==> src/rtl/hcbp_pkg.sv <==
// Package for the Huffman code bit packer.
// Holds the function codes, field widths and the lookup struct shared by all modules.
// Depends on nothing.
package hcbp_pkg;

	localparam int CODE_W = 32;
	localparam int LEN_W  = 6;
	localparam int SYM_W  = 8;
	localparam int BUF_W  = 40;

	typedef logic [1:0] func_t;

	localparam func_t FUNC_LOAD   = 2'd0;
	localparam func_t FUNC_ENCODE = 2'd1;
	localparam func_t FUNC_FLUSH  = 2'd2;

	typedef struct packed {
		logic              valid;
		func_t             func;
		logic              present;
		logic [CODE_W-1:0] code;
		logic [LEN_W-1:0]  len;
	} lookup_t;

endpackage

==> src/rtl/hcbp_packer.sv <==
// Bit packer of the Huffman code bit packer: accumulator, byte buffer and output register.
// Depends on hcbp_pkg for the function codes and the lookup struct.
module hcbp_packer (
	input  logic                       clk,
	input  logic                       arst_n,
	input  hcbp_pkg::lookup_t          lookup,
	output logic                       advance,
	output logic                       out_valid,
	input  logic                       out_ready,
	output logic [7:0]                 out_byte,
	output logic                       out_last
);
	import hcbp_pkg::*;

	logic [7:0]       acc_q;
	logic [2:0]       pend_q;
	logic [BUF_W-1:0] buf_q;
	logic [2:0]       cnt_q;
	logic             out_valid_q;
	logic [7:0]       out_byte_q;
	logic             out_last_q;

	logic             buf_mv;
	logic [LEN_W-1:0] shamt;
	logic [CODE_W-1:0] left_code;
	logic [BUF_W-1:0] combined;
	logic [BUF_W-1:0] shifted;
	logic [LEN_W-1:0] total;
	logic [2:0]       full;
	logic             do_encode;
	logic             do_flush;

	assign buf_mv  = (cnt_q != 3'd0) && (!out_valid_q || out_ready);
	assign advance = lookup.valid && ((cnt_q == 3'd0) || ((cnt_q == 3'd1) && buf_mv));

	assign shamt     = LEN_W'(CODE_W) - lookup.len;
	assign left_code = lookup.code << shamt;
	assign combined  = {acc_q, {CODE_W{1'b0}}} | ({left_code, 8'h00} >> pend_q);
	assign total     = {3'b000, pend_q} + lookup.len;
	assign full      = total[5:3];
	assign shifted   = combined << {full, 3'b000};

	assign do_encode = advance && (lookup.func == FUNC_ENCODE) && lookup.present;
	assign do_flush  = advance && (lookup.func == FUNC_FLUSH) && (pend_q != 3'd0);

	always_ff @(posedge clk) begin
		if (do_encode) begin
			buf_q <= combined;
		end else if (do_flush) begin
			buf_q <= {acc_q, {CODE_W{1'b0}}};
		end else if (buf_mv) begin
			buf_q <= buf_q << 8;
		end
		if (buf_mv) begin
			out_byte_q <= buf_q[BUF_W-1 -: 8];
			out_last_q <= (cnt_q == 3'd1);
		end
	end

	always_ff @(posedge clk or negedge arst_n) begin
		if (!arst_n) begin
			acc_q       <= 8'h00;
			pend_q      <= 3'd0;
			cnt_q       <= 3'd0;
			out_valid_q <= 1'b0;
		end else begin
			if (do_encode) begin
				acc_q  <= shifted[BUF_W-1 -: 8];
				pend_q <= total[2:0];
				cnt_q  <= full;
			end else if (do_flush) begin
				acc_q  <= 8'h00;
				pend_q <= 3'd0;
				cnt_q  <= 3'd1;
			end else if (buf_mv) begin
				cnt_q <= cnt_q - 3'd1;
			end
			if (buf_mv) begin
				out_valid_q <= 1'b1;
			end else if (out_ready) begin
				out_valid_q <= 1'b0;
			end
		end
	end

	assign out_valid = out_valid_q;
	assign out_byte  = out_byte_q;
	assign out_last  = out_last_q;

	a_cnt_range: assert property (@(posedge clk) disable iff (!arst_n)
		cnt_q <= 3'd4)
		else $error("byte buffer count out of range");
	a_acc_clean: assert property (@(posedge clk) disable iff (!arst_n)
		(acc_q & (8'hFF >> pend_q)) == 8'h00)
		else $error("accumulator holds bits past the pending count");
	a_pack_when_drained: assert property (@(posedge clk) disable iff (!arst_n)
		advance |-> ((cnt_q == 3'd0) || ((cnt_q == 3'd1) && buf_mv)))
		else $error("buffer overwritten before it drained");

endmodule

==> config.mk <==
export PLATFORM = sky130hd
export DESIGN_NAME = hcbp_packer
export DESIGN_NICKNAME = d
export VERILOG_FILES = /design/src/rtl/hcbp_pkg.sv /design/src/rtl/hcbp_packer.sv
export SDC_FILE = /design/constraint.sdc
export NUM_CORES = 1
export LEC_CHECK = 0
export BUFFER_PORTS_ARGS = -buffer_cell sky130_fd_sc_hd__buf_4
export CAP_MARGIN = 10
export CORE_UTILIZATION = 35
export DETAILED_ROUTE_END_ITERATION = 7
export PLACE_DENSITY_LB_ADDON = 0.2
export REMOVE_ABC_BUFFERS = 1
export SLEW_MARGIN = 20
export SYNTH_ARGS = -nofsm -noshare
export SYNTH_HDL_FRONTEND = slang
export SYNTH_SLANG_ARGS = --single-unit
==> constraint.sdc <==
create_clock -name clk -period 6.5 [get_ports clk]
set_input_delay 0 -clock clk [delete_from_list [all_inputs] [get_ports clk]]
set_output_delay 0 -clock clk [all_outputs]
set_load 0.02 [all_outputs]
-- Word-level counts from Yosys, hierarchy flattened
Cells that the tools add are included.
- register bits after elaboration: 64
- bits of input ports: 45
- output and inout bits: 11
- word-level logic and storage cells: 45
- add/sub/neg operators: 3
- eq/ne operators: 3
- shifts and indexed selects: 3
- muxes and demuxes: 12
- bitwise operators: 1
- reduce and logical (&&, ||, !) cells: 16
- operators by type and width (kind ; count):
    $mux W40 ; 3
    $or A40 B40 Y40 ; 1
    $shl A40 B6 Y40 ; 1
    $shr A40 B3 Y40 ; 1
    $shl A32 B6 Y32 ; 1
    $mux W8 ; 2
    $mux W3 ; 5
    $reduce_bool A3 Y1 ; 3
    $logic_and A1 B1 Y1 ; 7
    $add A3 B6 Y6 ; 1
    $sub A6 B6 Y6 const A ; 1
    $reduce_bool A2 Y1 ; 2
    $eq A3 B1 Y1 const B ; 1
    $logic_not A3 Y1 ; 1
    $sub A3 B1 Y3 const B ; 1
    $eq A2 B1 Y1 const B ; 1
    $eq A2 B2 Y1 const B ; 1
    $logic_or A1 B1 Y1 ; 2
    $mux W1 ; 2
    $logic_not A1 Y1 ; 1

-- Logic depth before layout (Yosys ltp)
- depth after elaboration: 10
- mapped depth: 17
- depth with buffers taken out: 11

-- Least setup slack after synthesis
No wires, ideal clock.
- path kind: register to register
- start point: register cnt_q[0]
- end point: register buf_q[10], enable pin
- library setup time: 0.402 ns
- arrival: 2.989 ns
- required time: 6.098 ns
- slack: 3.108 ns
- cell stages (with the launch flop): 10
- path buffers: 2
- clock period less this slack: 3.392 ns
- path through: dfrtp_1 > inv_1 > ha_1 > a21oi_1 > nor3b_1 > nand4b_1 > and2_1 > clkbuf_1 > clkbuf_1 > nand2b_1
- longest elaborated chain between the ends: 8
- elaborated cells on any way between the ends: 12
- classes of those cells: eq/ne (1); reduce/logical (11)
- RTL lines (element ; RTL line ; text):
    from (decl) ; hcbp_packer.sv:18 ; logic [2:0] cnt_q;
    from (signal assigned) ; hcbp_packer.sv:70 ; cnt_q <= full;
    from (signal assigned) ; hcbp_packer.sv:76 ; cnt_q <= cnt_q - 3'd1;
    $reduce_bool A3 Y1 ; hcbp_packer.sv:33 ; assign buf_mv = (cnt_q != 3'd0) && (!out_valid_q || out_ready);
    $logic_and A1 B1 Y1 ; hcbp_packer.sv:33 ;
    $logic_and A1 B1 Y1 ; hcbp_packer.sv:34 ; assign advance = lookup.valid && ((cnt_q == 3'd0) || ((cnt_q == 3'd1) && buf_mv));
    $logic_or A1 B1 Y1 (*) ; hcbp_packer.sv:34 ;
    $logic_and A1 B1 Y1 (*) ; hcbp_packer.sv:34 ;
    named net advance ; hcbp_packer.sv:7 ; output logic advance,
    $logic_and A1 B1 Y1 (on tied branches) (2 in a row) ; hcbp_packer.sv:43, hcbp_packer.sv:44 ;
    $reduce_bool A3 Y1 (no source line) (*) ; - ;
    to (signal assigned) ; hcbp_packer.sv:48 ; buf_q <= combined;
    to (signal assigned) ; hcbp_packer.sv:50 ; buf_q <= {acc_q, {CODE_W{1'b0}}};
    to (signal assigned) ; hcbp_packer.sv:52 ; buf_q <= buf_q << 8;
    to (decl) ; hcbp_packer.sv:17 ; logic [BUF_W-1:0] buf_q;
Mark *: on every way through the listed nets, which the timed path passes. The rest lies on a longest branch.
A chain may end at the register's enable or synchronous reset.

-- Worst setup path after layout
- start point: input lookup[0] in the netlist's numbering
- end point: register acc_q[2]
- longest elaborated chain between the ends: 6
- elaborated cells on any way between the ends: 7
- classes of those cells: add/sub (2); shift (3); mux (1); bitwise (1)
- RTL lines (element ; RTL line ; text):
    from (decl) ; hcbp_packer.sv:6 ; input hcbp_pkg::lookup_t lookup,
    $sub A6 B6 Y6 ; hcbp_packer.sv:36 ; assign shamt = LEN_W'(CODE_W) - lookup.len;
    $shl A32 B6 Y32 ; hcbp_packer.sv:37 ; assign left_code = lookup.code << shamt;
    $shr A40 B3 Y40 ; hcbp_packer.sv:38 ; assign combined = {acc_q, {CODE_W{1'b0}}} | ({left_code, 8'h00} >> pend_q);
    $or A40 B40 Y40 ; hcbp_packer.sv:38 ;
    $shl A40 B6 Y40 (*) ; hcbp_packer.sv:41 ; assign shifted = combined << {full, 3'b000};
    $mux W8 (*) ; hcbp_packer.sv:67 ; if (do_encode) begin
    to (signal assigned) ; hcbp_packer.sv:68 ; acc_q <= shifted[BUF_W-1 -: 8];
    to (decl) ; hcbp_packer.sv:15 ; logic [7:0] acc_q;
Mark *: on every way between the ends. The rest lies on a longest branch, timed or not.

==> reports/metrics.csv <==
stage;metric;value;unit
clocking;CTS tree;yes;
drt;WL/cell;22.65;um
synthesis;Synth Flop Type;edfxtp_1;
finish;Area Growth Syn to Fin;11.99;%
synthesis;post-synthesis mux area share;26.95;%
timing;Tmin final;4.627;ns
synthesis;Synth Area in Adders;1.523;%
drt;drt drc;0;
finish;fin nets;799;
pwr;Max VDD drop;0.1242;mV
timing;setup ws final;1.873;ns
clocking;clk_lat worst skew;0.34;ns
synthesis;count of cell types in the netlist;96;
synthesis;Post-Syn Area per Cell;9.679;sq um
finish;final instance area;7913;sq um
critical_path;CP Capture Type;flop;
finish;flip-flop and latch area;1817;sq um
synthesis;#FFs+latches synth;63;
timing;final setup TNS;0;ns
flow_run;max_cap viols;0;
floorplan;I/O pin count;56;
outcome;run status;completed;
critical_path;kind of critical path;in2reg;
pwr;part of the power in registers;25.5;%
placed_design;Port Buffers;55;
critical_path;CP Cell Sequence;buf_4 -> inv_1 -> ha_1 -> buf_4 -> inv_2 -> mux2i_1 -> mux2i_1 -> a221oi_1 -> mux2i_1 -> mux2i_1 -> o22ai_1 -> or4_1 -> o211a_1;
critical_path;Worst path slowest cell;a221oi_1;
clocking;CTS Root Buffer Type;clkbuf_16;
critical_path;CP startpoint;lookup[0];
clocking;clock buffer depth;2;
drt;First-pass DRT Iterations;5;
synthesis;Simple-Gate Fraction of Synth Area;15.12;%
floorplan;die height;144.1;um
placed_design;hpwl dp;17320;um
critical_path;worst path arrival time;4.86;ns
pwr;Cell Pwr Density;345.5;nW/um^2
critical_path;CP Launch Type;input pin;
critical_path;worst reg2reg endpoint;acc_q[1];
pwr;overall power;2.734;mW
synthesis;complex-gate fraction of the synthesized area;22.63;%
timing;worst clock skew;0.005526;ns
global_route;largest net degree at the start of global routing;62;
timing;slew margin rel.;30.20;%
placed_design;Placed Area;7522;sq um
finish;footprint of the multi-input gates;4822;sq um
clocking;cts bufs inserted;9;
synthesis;mapped cell area;7066;sq um
critical_path;CP max stage delay;0.68;ns
global_route;first-pass GRT wire length;35620;um
timing;final-report setup violation count;0;
synthesis;XOR/XNOR share of the synthesized area;1.983;%
min_path;Hold WC Path Type;in2async;
pwr;Sw Share;41.96;%
critical_path;crit path buf inv count;4;
drt;post-route ant nets;0;
drt;total routed wirelength;23020;um
critical_path;R2R depth;9;
pwr;internal power;1.587;mW
pwr;Logic pwr share;52.7;%
floorplan;die area;20760;sq um
floorplan;die span in x;144.1;um
timing;Worst Tran Pin Value;1.042;ns
placed_design;placed cells;998;
global_route;initial antenna violation count;0;
timing;FMAX;216.1;MHz
clocking;H-tree Lvls;3;
synthesis;async set or reset register ratio after synthesis;23.81;%
global_route;Total GRT Usage;22.70;%
global_route;GR Overflow Total;0;
placed_design;pre-CTS setup slack;1.622;ns
clocking;Clk pin slew, worst setup/hold paths;0.06;ns
placed_design;gp weighted congestion;0.9323;
global_route;vias in the first global route;6011;
synthesis;Synth Warn #;0;
synthesis;Post-Syn Instances;730;
drt;First DRT Iteration DRCs;685;
synthesis;count leader, synth;mux2i_1;
synthesis;post-synthesis sequential area ratio;25.71;%
clocking;post-CTS setup repair buffer count;0;
critical_path;Most Frequent Cell on Critical Path;mux2i_1;
timing;Final Max Tran Viols;0;
synthesis;top cells by area, synth;edfxtp_1 20%, mux2i_1 10%, mux4_2 9.2%, dfrtp_1 5.3%, mux2_2 4.8%;
finish;count of non-filler cells in the finished layout;1016;
timing;crit share post-route;71.19;%
timing;RSZ-0062 raised after global routing;false;
synthesis;post-synth top area cell;edfxtp_1;
floorplan;area of the core;19650;sq um
critical_path;WP data required;6.73;ns
critical_path;worst flop-to-flop path startpoint;pend_q[1];
floorplan;Starting Density;35.95;%
timing;Final Hold Fails;0;
critical_path;Crit Path Max Fanout;61;
critical_path;worst reg2reg setup slack;2.82;ns
finish;share of cells above drive strength 1;23.44;%
clocking;clock sinks;63;
critical_path;Top Family by Delay on Critical Path;buffers and inverters;
synthesis;Post-synth EDFFs;48;
finish;n_diodes;0;
synthesis;top cells by count, synth;73 x mux2i_1, 66 x nand2_1, 56 x nor2_1, 48 x edfxtp_1, 45 x o21ai_0;
synthesis;largest family of logic cells by synthesized area;multiplexers;
finish;filler instances;1996;
pwr;Pleak;3.001;nW
pwr;sw power;1.147;mW
drt;post-DR vias/cell;6.254;
synthesis;area share of the largest cell type after synthesis;20.40;%
drt;via total after detailed routing;6354;
pwr;clock share of power;21.9;%
floorplan;row count;51;
==> routing by layer <==
| layer | track usage [%] | up-vias | share of wire [%] |
|---|---|---|---|
| met3 | 2.384 | 49 | 5.4 |
| li1 | - | 2904 | - |
| met2 | 36.87 | 269 | 47 |
| met5 | 0 | - | 0 |
| met1 | 30.91 | 3132 | 44 |
| met4 | 8.679 | 0 | 3.1 |
==> area by class of cell <==
cell class / instances / area share (%)
clock inverter: 7 / 1.834
tap: 265 / 4.190
clock buffer: 9 / 2.846
sequential: 63 / 22.96
timing repair buffer: 70 / 6.705
inverter: 11 / 0.5218
multi-input combinational: 591 / 60.94
==> per-stage QoR <==
| stage | hold WS, ns | util [%] |
|---|---|---|
| after floorplan | -0.2956 | - |
| after CTS | 0.08020 | 40.26 |
| after global routing | 0.1140 | 40.26 |
| final | 0.08804 | 40.26 |
| after detailed placement | -0.1111 | 38.27 |
| after global placement | -0.1157 | 38.27 |
==> worst max-delay path by stage <==
stage	endpoint	cells past startpoint
2_1_floorplan	buf_q[10]	7
3_3_place_gp	acc_q[2]	13
3_5_place_dp	acc_q[2]	13
4_1_cts	acc_q[2]	13
5_1_grt	acc_q[2]	13
6_report	acc_q[2]	13
==> state kept, by name (all words and copies together), names as in the netlist <==
name / flops
acc_q: 8
buf_q: 39
cnt_q: 3
out_byte: 8
out_last: 1
out_valid: 1
pend_q: 3
==> worst reg2reg max path, cell delays in order (launching register included) <==
cell	delay, ns
dfrtp_1	0.33
buf_4	0.38
ha_1	0.32
a21o_1	0.15
a21oi_1	0.30
xor2_1	0.60
nand2_1	0.45
or4_1	0.61
a221o_1	0.33
o211ai_2	0.13
==> cell families after synthesis <==
family / Yosys count
compound gates: 215
xor+xnor: 13
fa+ha+maj: 8
mux: 140
simple gates: 215
buf+inv: 76
flops: 63
==> layout by cell type, fill, tap and decap left out, drive strengths merged, types with 5 or more instances in the layout <==
master	synthesis	routed
clkbuf	31	9
and2	9	9
a211oi	16	16
nand4	7	7
o21ai	55	55
dfrtp	15	15
nand2b	6	6
o22ai	12	12
o32ai	5	5
a221oi	8	8
o31a	5	5
a22o	6	6
ha	7	7
nor2b	6	6
buf	34	68
nand2	69	69
xor2	5	5
mux2	31	31
nor2	58	58
nand3	14	14
mux4	35	35
a31oi	11	11
o211ai	12	12
o31ai	9	9
a21oi	22	22
nor3	17	17
mux2i	74	74
a21o	5	5
edfxtp	48	48
xnor2	8	8
a22oi	6	6
inv	11	11
==> repair_timing <==
item,CTS,global route
hold endpoints to repair,16,0
hold buffers,2,0
resized for setup,0,0
==> power groups by stage <==
stage	sequential [mW]	combinational [mW]	clock, mW
2_1_floorplan	0.792	0.871	0
3_3_place_gp	0.702	1.40	0
3_5_place_dp	0.705	1.42	0
4_1_cts	0.699	1.42	0.605
5_1_grt	0.717	1.56	0.625
6_report	0.696	1.44	0.598
Note: power is estimated with default switching activity, not from simulation.
